--- config.mk ---
export PLATFORM = sky130hd
export DESIGN_NAME = heap_sort_engine_unit
export DESIGN_NICKNAME = d
export VERILOG_FILES = /design/src/sv/hse_pkg.sv /design/src/sv/hse_pick.sv /design/src/sv/heap_sort_engine_unit.sv
export VERILOG_INCLUDE_DIRS = /design/src /design/src/sv
export SDC_FILE = /design/constraint.sdc
export NUM_CORES = 2
export LEC_CHECK = 0
export ABC_AREA = 1
export BUFFER_PORTS_ARGS = -buffer_cell sky130_fd_sc_hd__clkbuf_2
export CAP_MARGIN = 25
export CORE_MARGIN = 5
export CORE_UTILIZATION = 30
export CTS_CLUSTER_DIAMETER = 40
export DETAILED_ROUTE_END_ITERATION = 12
export HOLD_SLACK_MARGIN = 0.03
export SLEW_MARGIN = 20
export SYNTH_ARGS = -nofsm -noshare
export SYNTH_HDL_FRONTEND = slang
export SYNTH_HIERARCHICAL = 1
export SYNTH_SLANG_ARGS = --single-unit
--- constraint.sdc ---
create_clock -name clk -period 9.3 [get_ports clk]
set_clock_uncertainty 0.1 [all_clocks]
set_input_delay 0.93 -clock clk [delete_from_list [all_inputs] [get_ports clk]]
set_output_delay 0.93 -clock clk [all_outputs]
set_load 0.02 [all_outputs]
--- src/sv/heap_sort_engine_unit_defines.svh ---
// ----------------------------------------------------------------------------
// Heap sort engine assertion macros
// Shared concurrent assertion forms, clocked and reset-qualified.
// ----------------------------------------------------------------------------
`ifndef HEAP_SORT_ENGINE_UNIT_DEFINES_SVH
`define HEAP_SORT_ENGINE_UNIT_DEFINES_SVH

// same-cycle implication
`define HSE_ASSERT_IMPL(name, clk, rst_n, ante, cons, msg) \
	name: assert property (@(posedge clk) disable iff (!rst_n) (ante) |-> (cons)) \
		else $error(msg);

// next-cycle implication
`define HSE_ASSERT_NEXT(name, clk, rst_n, ante, cons, msg) \
	name: assert property (@(posedge clk) disable iff (!rst_n) (ante) |=> (cons)) \
		else $error(msg);

`endif

--- src/sv/hse_pkg.sv ---
// ----------------------------------------------------------------------------
// Heap sort engine package
// Default sizes and the child-selection control word of the sift step.
// ----------------------------------------------------------------------------
package hse_pkg;

	localparam int MAX_COUNT_DEF  = 64;
	localparam int DATA_WIDTH_DEF = 32;

	// outcome of one sift-down comparison
	typedef struct packed {
		logic take_right; // right child is the larger child
		logic descend;    // larger child beats the value being sifted
	} pick_t;

endpackage

--- src/sv/hse_pick.sv ---
// ----------------------------------------------------------------------------
// Heap sort engine child pick
// Compares the two children of a node against the value being sifted down.
// ----------------------------------------------------------------------------
module hse_pick #(
	parameter int DATA_WIDTH = hse_pkg::DATA_WIDTH_DEF
) (
	input  logic [DATA_WIDTH-1:0] sift_val,
	input  logic [DATA_WIDTH-1:0] left_val,
	input  logic [DATA_WIDTH-1:0] right_val,
	input  logic                  has_right,
	output hse_pkg::pick_t        pick
);

	logic                  right_big;
	logic [DATA_WIDTH-1:0] child_val;

	// larger of the two children, then against the sifted value (signed order)
	always_comb begin
		right_big       = has_right && ($signed(right_val) > $signed(left_val));
		child_val       = right_big ? right_val : left_val;
		pick.take_right = right_big;
		pick.descend    = $signed(child_val) > $signed(sift_val);
	end

endmodule

--- src/sv/heap_sort_engine_unit.sv ---
// ----------------------------------------------------------------------------
// Heap sort engine
// Collects a set of signed values, heap-sorts it in place, streams it out.
// ----------------------------------------------------------------------------
// Items are taken one per cycle while the block is idle into a single-port-style
// store of MAX_COUNT entries (one write and one registered read per cycle);
// items past capacity are dropped and every result of that set carries tuser
// high. The item with tlast starts the sort; the input is not ready during the
// sort and the emission that follows. The sort is a sequencer around the store:
// each sift level reads the left child, reads the right child, then compares and
// writes back, and each sift start first loads the value to be sifted. Results
// are then read out of the store one at a time, each held until it is taken, and
// a new set is taken only once the last result of the old one has gone.
// ----------------------------------------------------------------------------
`include "heap_sort_engine_unit_defines.svh"

module heap_sort_engine_unit #(
	parameter  int MAX_COUNT  = hse_pkg::MAX_COUNT_DEF,
	parameter  int DATA_WIDTH = hse_pkg::DATA_WIDTH_DEF,
	localparam int TDATA_W    = ((DATA_WIDTH + 7) / 8) * 8
) (
	input  logic               clk,
	input  logic               arst_n,
	input  logic               s_axis_tvalid,
	output logic               s_axis_tready,
	input  logic [TDATA_W-1:0] s_axis_tdata,  // [DATA_WIDTH-1:0] value, rest zero
	input  logic               s_axis_tlast,  // last
	output logic               m_axis_tvalid,
	input  logic               m_axis_tready,
	output logic [TDATA_W-1:0] m_axis_tdata,  // [DATA_WIDTH-1:0] value_res, rest zero
	output logic               m_axis_tlast,  // last_res
	output logic               m_axis_tuser   // overflow
);

	localparam int AW = $clog2(MAX_COUNT);
	localparam int NW = $clog2(MAX_COUNT + 1);
	localparam int CW = NW + 1;
	localparam logic [NW-1:0] MAXN = NW'(MAX_COUNT);
	localparam logic [NW-1:0] ONE  = NW'(1);
	localparam logic [NW-1:0] TWO  = NW'(2);

	// sequencer states
	localparam logic [3:0] ST_IDLE   = 4'd0;
	localparam logic [3:0] ST_B_RD   = 4'd1;
	localparam logic [3:0] ST_B_LD   = 4'd2;
	localparam logic [3:0] ST_SD_L   = 4'd3;
	localparam logic [3:0] ST_SD_R   = 4'd4;
	localparam logic [3:0] ST_SD_C   = 4'd5;
	localparam logic [3:0] ST_SD_END = 4'd6;
	localparam logic [3:0] ST_X_RE   = 4'd7;
	localparam logic [3:0] ST_X_R1   = 4'd8;
	localparam logic [3:0] ST_X_W    = 4'd9;
	localparam logic [3:0] ST_E_RD   = 4'd10;
	localparam logic [3:0] ST_E_LD   = 4'd11;
	localparam logic [3:0] ST_E_WAIT = 4'd12;

	logic [3:0]            state_q;
	logic [NW-1:0]         cnt_q;
	logic                  drop_q;
	logic [NW-1:0]         n_q;
	logic [NW-1:0]         bk_q;
	logic [NW-1:0]         end_q;
	logic [NW-1:0]         k_q;
	logic [NW-1:0]         sz_q;
	logic [NW-1:0]         ei_q;
	logic                  sort_ph_q;
	logic [DATA_WIDTH-1:0] v_q;
	logic [DATA_WIDTH-1:0] l_q;
	logic                  out_valid_q;
	logic [DATA_WIDTH-1:0] out_data_q;
	logic                  out_last_q;
	logic                  out_ovf_q;

	// element store
	logic [DATA_WIDTH-1:0] mem_q [MAX_COUNT];
	logic [DATA_WIDTH-1:0] rdat_q;
	logic                  rd_en;
	logic [AW-1:0]         rd_addr;
	logic                  wr_en;
	logic [AW-1:0]         wr_addr;
	logic [DATA_WIDTH-1:0] wr_data;

	logic                  in_acc;
	logic                  has_room;
	logic [NW-1:0]         new_n;
	logic [DATA_WIDTH-1:0] in_val;
	logic [CW-1:0]         lc;
	logic [CW-1:0]         rc;
	logic [CW-1:0]         lc_m1;
	logic                  has_l;
	logic                  has_r;
	logic [NW-1:0]         k_m1;
	logic [NW-1:0]         bk_m1;
	logic [NW-1:0]         end_m1;
	logic [NW-1:0]         ei_m1;
	logic [DATA_WIDTH-1:0] child_val;
	hse_pkg::pick_t        pick;

	// handshake and ingest
	assign s_axis_tready = (state_q == ST_IDLE);
	assign in_acc        = s_axis_tvalid && s_axis_tready;
	assign in_val        = s_axis_tdata[DATA_WIDTH-1:0];
	assign has_room      = (cnt_q < MAXN);
	assign new_n         = has_room ? (cnt_q + ONE) : cnt_q;

	// node arithmetic, 1-based nodes to 0-based addresses
	assign lc     = {k_q, 1'b0};
	assign rc     = lc + CW'(1);
	assign lc_m1  = lc - CW'(1);
	assign has_l  = (lc <= {1'b0, sz_q});
	assign has_r  = (rc <= {1'b0, sz_q});
	assign k_m1   = k_q - ONE;
	assign bk_m1  = bk_q - ONE;
	assign end_m1 = end_q - ONE;
	assign ei_m1  = ei_q - ONE;

	hse_pick #(
		.DATA_WIDTH (DATA_WIDTH)
	) u_pick (
		.sift_val  (v_q),
		.left_val  (l_q),
		.right_val (rdat_q),
		.has_right (has_r),
		.pick      (pick)
	);

	assign child_val = pick.take_right ? rdat_q : l_q;

	// store port control
	always_comb begin
		rd_en   = 1'b0;
		rd_addr = '0;
		wr_en   = 1'b0;
		wr_addr = '0;
		wr_data = v_q;
		unique case (state_q)
			ST_IDLE: begin
				if (in_acc && has_room) begin
					wr_en   = 1'b1;
					wr_addr = cnt_q[AW-1:0];
					wr_data = in_val;
				end
			end
			ST_B_RD: begin
				rd_en   = 1'b1;
				rd_addr = bk_m1[AW-1:0];
			end
			ST_SD_L: begin
				if (has_l) begin
					rd_en   = 1'b1;
					rd_addr = lc_m1[AW-1:0];
				end else begin
					wr_en   = 1'b1;
					wr_addr = k_m1[AW-1:0];
				end
			end
			ST_SD_R: begin
				if (has_r) begin
					rd_en   = 1'b1;
					rd_addr = lc[AW-1:0];
				end
			end
			ST_SD_C: begin
				wr_en   = 1'b1;
				wr_addr = k_m1[AW-1:0];
				wr_data = pick.descend ? child_val : v_q;
			end
			ST_X_RE: begin
				rd_en   = 1'b1;
				rd_addr = end_m1[AW-1:0];
			end
			ST_X_R1: begin
				rd_en   = 1'b1;
				rd_addr = '0;
			end
			ST_X_W: begin
				wr_en   = 1'b1;
				wr_addr = end_m1[AW-1:0];
				wr_data = rdat_q;
			end
			ST_E_RD: begin
				rd_en   = 1'b1;
				rd_addr = ei_m1[AW-1:0];
			end
			default: begin
			end
		endcase
	end

	// store array, registered read
	always_ff @(posedge clk) begin
		if (wr_en) begin
			mem_q[wr_addr] <= wr_data;
		end
		if (rd_en) begin
			rdat_q <= mem_q[rd_addr];
		end
	end

	// sequencer
	always_ff @(posedge clk or negedge arst_n) begin
		if (!arst_n) begin
			state_q     <= ST_IDLE;
			cnt_q       <= '0;
			drop_q      <= 1'b0;
			n_q         <= '0;
			bk_q        <= '0;
			end_q       <= '0;
			k_q         <= '0;
			sz_q        <= '0;
			ei_q        <= '0;
			sort_ph_q   <= 1'b0;
			out_valid_q <= 1'b0;
		end else begin
			unique case (state_q)
				ST_IDLE: begin
					if (in_acc) begin
						cnt_q <= new_n;
						if (!has_room) begin
							drop_q <= 1'b1;
						end
						if (s_axis_tlast) begin
							n_q       <= new_n;
							sort_ph_q <= 1'b0;
							if (new_n >= TWO) begin
								bk_q    <= new_n >> 1;
								state_q <= ST_B_RD;
							end else begin
								ei_q    <= ONE;
								state_q <= ST_E_RD;
							end
						end
					end
				end
				ST_B_RD: begin
					state_q <= ST_B_LD;
				end
				ST_B_LD: begin
					k_q     <= bk_q;
					sz_q    <= n_q;
					state_q <= ST_SD_L;
				end
				ST_SD_L: begin
					state_q <= has_l ? ST_SD_R : ST_SD_END;
				end
				ST_SD_R: begin
					state_q <= ST_SD_C;
				end
				ST_SD_C: begin
					if (pick.descend) begin
						k_q     <= pick.take_right ? rc[NW-1:0] : lc[NW-1:0];
						state_q <= ST_SD_L;
					end else begin
						state_q <= ST_SD_END;
					end
				end
				ST_SD_END: begin
					if (!sort_ph_q) begin
						if (bk_q == ONE) begin
							sort_ph_q <= 1'b1;
							end_q     <= n_q;
							state_q   <= ST_X_RE;
						end else begin
							bk_q    <= bk_m1;
							state_q <= ST_B_RD;
						end
					end else if (end_q == TWO) begin
						ei_q    <= ONE;
						state_q <= ST_E_RD;
					end else begin
						end_q   <= end_m1;
						state_q <= ST_X_RE;
					end
				end
				ST_X_RE: begin
					state_q <= ST_X_R1;
				end
				ST_X_R1: begin
					state_q <= ST_X_W;
				end
				ST_X_W: begin
					k_q     <= ONE;
					sz_q    <= end_m1;
					state_q <= ST_SD_L;
				end
				ST_E_RD: begin
					state_q <= ST_E_LD;
				end
				ST_E_LD: begin
					out_valid_q <= 1'b1;
					state_q     <= ST_E_WAIT;
				end
				ST_E_WAIT: begin
					if (m_axis_tready) begin
						out_valid_q <= 1'b0;
						if (out_last_q) begin
							cnt_q   <= '0;
							drop_q  <= 1'b0;
							state_q <= ST_IDLE;
						end else begin
							ei_q    <= ei_q + ONE;
							state_q <= ST_E_RD;
						end
					end
				end
				default: begin
					state_q <= ST_IDLE;
				end
			endcase
		end
	end

	// datapath registers: sifted value, left child, output item
	always_ff @(posedge clk) begin
		if (state_q == ST_B_LD || state_q == ST_X_R1) begin
			v_q <= rdat_q;
		end
		if (state_q == ST_SD_R) begin
			l_q <= rdat_q;
		end
		if (state_q == ST_E_LD) begin
			out_data_q <= rdat_q;
			out_last_q <= (ei_q == n_q);
			out_ovf_q  <= drop_q;
		end
	end

	assign m_axis_tvalid = out_valid_q;
	assign m_axis_tdata  = TDATA_W'(out_data_q);
	assign m_axis_tlast  = out_last_q;
	assign m_axis_tuser  = out_ovf_q;

	// checks
	`HSE_ASSERT_IMPL(a_cnt_bound, clk, arst_n, 1'b1, cnt_q <= MAXN, "fill count past capacity")
	`HSE_ASSERT_IMPL(a_no_overlap, clk, arst_n, m_axis_tvalid, !s_axis_tready, "input ready during emission")
	`HSE_ASSERT_IMPL(a_sift_node, clk, arst_n, state_q == ST_SD_L, (k_q != '0) && (k_q <= sz_q), "sift node outside heap")
	`HSE_ASSERT_IMPL(a_emit_idx, clk, arst_n, state_q == ST_E_LD, (ei_q != '0) && (ei_q <= n_q), "emit index outside set")
	`HSE_ASSERT_NEXT(a_last_stops, clk, arst_n, in_acc && s_axis_tlast, !s_axis_tready, "input still ready after last item")

endmodule

### Yosys cells after proc, flatten, opt, wreduce, memory -nomap -nowiden

Memories as Yosys holds them, arrays and structs flattened. A register that Yosys moved wholly into a read port is not among the register bits.
Index checks and enable logic that the tools add are counted.

| cells by class | value |
|---|---|
| add/subtract/negate cells | 8 |
| $lt $le $gt $ge | 6 |
| eq/ne operators | 29 |
| mux-type cells | 67 |
| reductions and logical operators | 25 |

Operators by type and width:

| cell | count |
|---|---|
| 2-to-1 mux 7 bit | 21 |
| 2-to-1 mux 32 bit | 3 |
| case mux 32 bit (3 select lines) | 1 |
| greater-than comparator 32 bit | 2 |
| case mux 4 bit (12 select lines) | 1 |
| case mux 7 bit (2 select lines) | 3 |
| case mux 7 bit (3 select lines) | 2 |
| case mux 6 bit (5 select lines) | 1 |
| 2-to-1 mux 4 bit | 7 |
| 2-to-1 mux 6 bit | 4 |
| case mux 6 bit (4 select lines) | 1 |
| != test 2 bit (second input constant) | 11 |
| equality test 4 bit (second input constant) | 5 |
| subtractor 6 x 1 -> 6 bit (second input constant) | 3 |
| equality test 4 x 3 -> 1 bit (second input constant) | 4 |
| less-or-equal comparator 8 x 7 -> 1 bit | 2 |
| 2-to-1 mux 1 bit | 15 |
| adder 7 x 1 -> 7 bit (second input constant) | 2 |
| subtractor 7 x 1 -> 7 bit (second input constant) | 2 |
| AND reduction 3 bit | 4 |
| nonzero test 2 bit | 5 |
| adder 8 x 1 -> 8 bit (second input constant) | 1 |
| equality test 4 x 2 -> 1 bit (second input constant) | 2 |
| AND reduction 8 bit | 1 |
| 21 further kinds | 32 |

| word-level totals | value |
|---|---|
| register bits after elaboration | 154 |
| RAM bits | 2048 |
| bits of input ports | 37 |
| output and inout port bits | 36 |
| logic and storage cells | 152 |
| memories kept | 1 |

Memories:

| memory | words | width | read ports | clocked after memory_dff | wr ports | RTL line | source |
|---|---|---|---|---|---|---|---|
| mem_q | 64 | 32 | 1 | 1 | 1 | heap_sort_engine_unit.sv:75 | `logic [DATA_WIDTH-1:0] mem_q [MAX_COUNT];` |

### Logic depth before layout (Yosys ltp)

| depth | value |
|---|---|
| depth after elaboration | 7 |
| mapped depth | 38 |
| mapped depth without buffers | 36 |

### Hierarchy

Netlist, hierarchy kept.

Modules (own cells, without submodules):

| module | instances | cells an instance | area each (sq um) | sequential area each (sq um) |
|---|---|---|---|---|
| heap_sort_engine_unit | 1 | 8171 | 94224.1 | 66804.1 |
| hse_pick | 1 | 396 | 2287.2 | 0.0 |

### Worst setup path before layout

Ideal clock, no wire load.

| path | value |
|---|---|
| kind | register to register |
| start point | reg k_q[4] |
| end point | mem mem_q[0][10] (netlist name), data pin |
| setup time | 0.542 ns |
| data arrival time | 4.704 ns |
| data required time | 8.658 ns |
| path slack | 3.953 ns |
| cell stages (with the launch flop) | 25 |
| path buffers | 2 |
| clock period less this slack | 5.347 ns |
| cells stage by stage | dfrtp_1 -> ha_1 -> nand2_1 -> nor2_1 -> nand4_1 -> nand2_1 -> a21boi_2 -> clkbuf_1 -> nand4_1 -> nand2_1 -> ha_1 -> a21oi_1 -> nor2_1 -> nor3_1 -> a21oi_1 -> nor2_1 -> nand2_1 -> nand2_1 -> nand2_1 -> nor2_1 -> inv_1 -> nor3_1 -> clkbuf_1 -> a22oi_1 -> o211ai_1 |

RTL lines:

| item | RTL line | source |
|---|---|---|
| start, declared | heap_sort_engine_unit.sv:63 | `logic [NW-1:0] k_q;` |
| start signal, assigned | heap_sort_engine_unit.sv:239 | `k_q <= bk_q;` |
| start signal, assigned | heap_sort_engine_unit.sv:251 | `k_q <= pick.take_right ? rc[NW-1:0] : lc[NW-1:0];` |
| end, declared | heap_sort_engine_unit.sv:75 |  |

==> flow_metrics.tcl <==
set metrics [dict create \
    tightestPinTransition_ns 1.14 \
    synth_area_per_cell_um2 11.3 \
    cpPeakStageDelay_ns 0.65 \
    portBuffers 72 \
    routed_wl_um 303000 \
    vias 68500 \
    ir_worst_vdd_uv 613 \
    crit_type "flop to flop" \
    fin_nets 8653 \
    cts_max_path_buffers 4 \
    drt-initial-drc-count 8287 \
    pwr-share-seq_pct 32.3 \
    post_cts_buffers 0 \
    syn_inst 8567 \
    hold_buffers 0 \
    slew_headroom_pct 24.0 \
    final_cells 13100 \
    synth_nets 8683 \
    routabilityCongestion 0.888 \
    antenna_found_initial 11 \
    path_buf_inv 4 \
    cp.arrival_ns 6.61 \
    cpMostUsedCell "nand2_1" \
    post-dp-hpwl_um 156000 \
    ios 73 \
    power_switching_mw 20.0 \
    drv_cap 0 \
    p_leak_nw 40.7 \
    synth_seq_cells 2234 \
    grt_usage_pct 17.6 \
    root_buffer "clkbuf_16" \
    path_max_fanout 64 \
    routed_via_density 5.24 \
    rsz0062_at_grt "no" \
    power_density_nw_per_um2 414 \
    max_freq_mhz 163 \
    start_util_pct 30.1 \
    clk-insertion-delay-late_ns 0.95 \
    cts_tree "yes" \
    ys_seq_area_share_pct 69.2 \
    start_kind "flop" \
    clock_power_share_pct 25.4 \
    ys_async_sr_fraction_pct 2.51 \
    ctsResizeCount 0 \
    synth-edff-count 2178 \
    grt_overflow_total 0 \
    required_ns 9.79 \
    first_pass_iters 7 \
    cts_buffers 316 \
    die_y_um 577 \
    min_period_ns 6.12 \
    hold_violations 0 \
    tns_ns 0 \
    core_um2 321000 \
    clock_sinks 2234 \
    rows 208 \
    htree_levels 5 \
    die-area_um2 333000 \
    synth_cell_types 49 \
    critPathSlowestCell "buf_4" \
    outcome "finished, final reports clean" \
    p_int_mw 26.5 \
    min_path_type "input port to async pin" \
    p_total_mw 46.5 \
    yosys_warnings 6 \
    ys.flop_type "edfxtp_1" \
    ant_nets 0 \
    routedWlPerCell_um 23.1 \
    pwr-share-comb_pct 42.3 \
    sw_frac_of_total_pct 43.1 \
    placedCellCount 12500 \
    drc 0 \
    end_kind "flop" \
    die_w_um 577 \
    first_global_vias 65300 \
    path_clk_slew_ns 0.06 \
    area_delta_synth_final_pct 16.2 \
    slew_viol_final 0 \
    cp_top_family "simple AND/OR/NAND/NOR gates" \
    drive_gt1_share_pct 9.77 \
    setup_viol 0 \
    grt_pass1_wl_um 444000 \
    fin_crit_sh_pct 65.8 \
    grt_max_degree 185 \
    synth_area_um2 96500 \
]
## through the flow
step	cell area (um2)	setup WS (ns)	hold WS (ns)	utilization [%]
CTS	112000	3.21	0.0341	35.0
finish	112000	3.18	0.0845	35.0
global placement	102000	3.28	0.339	31.7
floorplan	96500	3.95	0.325	-
global route	112000	2.86	0.103	35.0
detailed placement	102000	3.27	0.349	31.7
## worst paths after layout
kind | from | endpoint | slack [ns] | cells after the start
worst max-delay path | rdat_q[15]$_DFFE_PP_ | mem_q[7][29]$_DFFE_PP_ | 3.18 | 28
worst min-delay path | arst_n | end_q[4]$_DFFE_PN0P_ | 0.08 | 2
worst max register to register | rdat_q[15]$_DFFE_PP_ | mem_q[7][29]$_DFFE_PP_ | 3.18 | 28
worst min register to register | drop_q$_DFFE_PN0P_ | m_axis_tuser$_DFFE_PP_ | 0.36 | 0
max in group asynchronous | arst_n | sz_q[1]$_DFFE_PN0P_ | 8.52 | 2
min in group clk | m_axis_tready | m_axis_tvalid$_DFFE_PN0P_ | 0.12 | 2
## kinds of logic (layout without fill, tap and decap cells)
family | Yosys count | in the layout | synth area share [%]
AO/OA/AOI/OAI | 247 | 247 | 1.59
XOR/XNOR | 26 | 26 | 0.236
adder cells (fa/ha/maj) | 79 | 79 | 1.02
buffers and inverters | 1011 | 1218 | 4.42
flip-flops | 2234 | 2234 | 69.2
other | 0 | 6 | 0
AND/OR/NAND/NOR | 4970 | 4970 | 23.5
## cells in the mapped netlist, types with 2 or more instances
master    instances  area share [%]
a211oi_1          2           0.016
dfrtp_1          56             1.5
o221ai_1          9           0.082
nand2_1        1993             7.8
nand4_1          45            0.29
xor2_1           19            0.17
buf_2           276             1.4
inv_1           405             1.6
nor2_4            2           0.023
buf_4            20            0.16
buf_6             7           0.082
o21a_1            4           0.031
buf_1            79            0.31
o22ai_1          13           0.084
ha_1             79             1.0
nor3_1           12           0.062
a22oi_1          33            0.26
nor2_2            9           0.058
o31ai_1           2           0.016
edfxtp_1       2178              68
or2_2             2           0.013
nor2_1          180            0.70
xnor2_1           7           0.064
nand3_2           2           0.021
inv_2            10           0.039
nor4_1            4           0.026
nand3_1        2557              13
a31oi_1           5           0.032
o21ai_0          88            0.46
nand3b_1        155             1.2
a21oi_1          42            0.22
o211ai_1         42            0.33
clkbuf_1        213            0.83
nand2_2           2           0.013
## worst reg2reg max path: cells and delay by family (launching register included)
family,cells,cell delay [ns]
flip-flops,1,0.48
AO/OA/AOI/OAI,5,0.85
adder cells (fa/ha/maj),2,0.64
buffers and inverters,4,1.26
AND/OR/NAND/NOR,17,2.40
## layout make-up
cell class / count / area, um2
fill: 31200 / 208000
sequential: 2234 / 66800
multi-input combinational: 5322 / 26100
clock buffer: 358 / 8190
tap: 4305 / 5390
clock inverter: 197 / 2150
timing repair buffer: 247 / 1970
inverter: 416 / 1560
antenna: 6 / 15.0
## power groups by stage
stage	Sequential, mW	Combinational [mW]	Clock, mW
2_1_floorplan	15.4	12.0	0
3_3_place_gp	15.1	19.2	0
3_5_place_dp	15.2	19.4	0
4_1_cts	15.0	19.5	12.0
5_1_grt	15.0	21.4	12.4
6_report	15.0	19.7	11.8
## registers in the layout, summed over array words and instances, names as in the netlist
register       count
mem_q           2048
l_q               32
m_axis_tdata      32
rdat_q            32
v_q               32
bk_q               7
cnt_q              7
ei_q               7
end_q              7
k_q                7
n_q                7
sz_q               7
state_q            4
drop_q             1
m_axis_tlast       1
m_axis_tuser       1
m_axis_tvalid      1
sort_ph_q          1
## metal layers
metal | track usage, % | vias up | routed length, um
met3 | 3.40 | 610 | 28800
met4 | 6.24 | 6 | 10400
met5 | 0 | - | 35
met2 | 27.4 | 3492 | 137000
met1 | 24.5 | 33900 | 127000
li1 | - | 30500 | -
## placed cells by master, fill, tap and decap left out, types with 13 or more instances in the layout
cell type,count
clkbuf_16,321
o211ai_1,42
edfxtp_1,2178
inv_1,404
clkbuf_1,35
dfrtp_1,56
nand3_1,2554
clkbuf_2,72
clkinv_1,25
a21oi_1,42
o22ai_1,13
ha_1,79
inv_6,48
xor2_1,19
nand2_1,1992
clkinv_4,28
clkinvlp_4,25
clkinv_2,28
buf_12,22
nor2_4,71
nand3b_1,155
a22oi_1,33
buf_4,152
nand4_1,45
o21ai_0,87
nor2_1,112
bufinv_16,30
(Power assumes the default switching activity.)
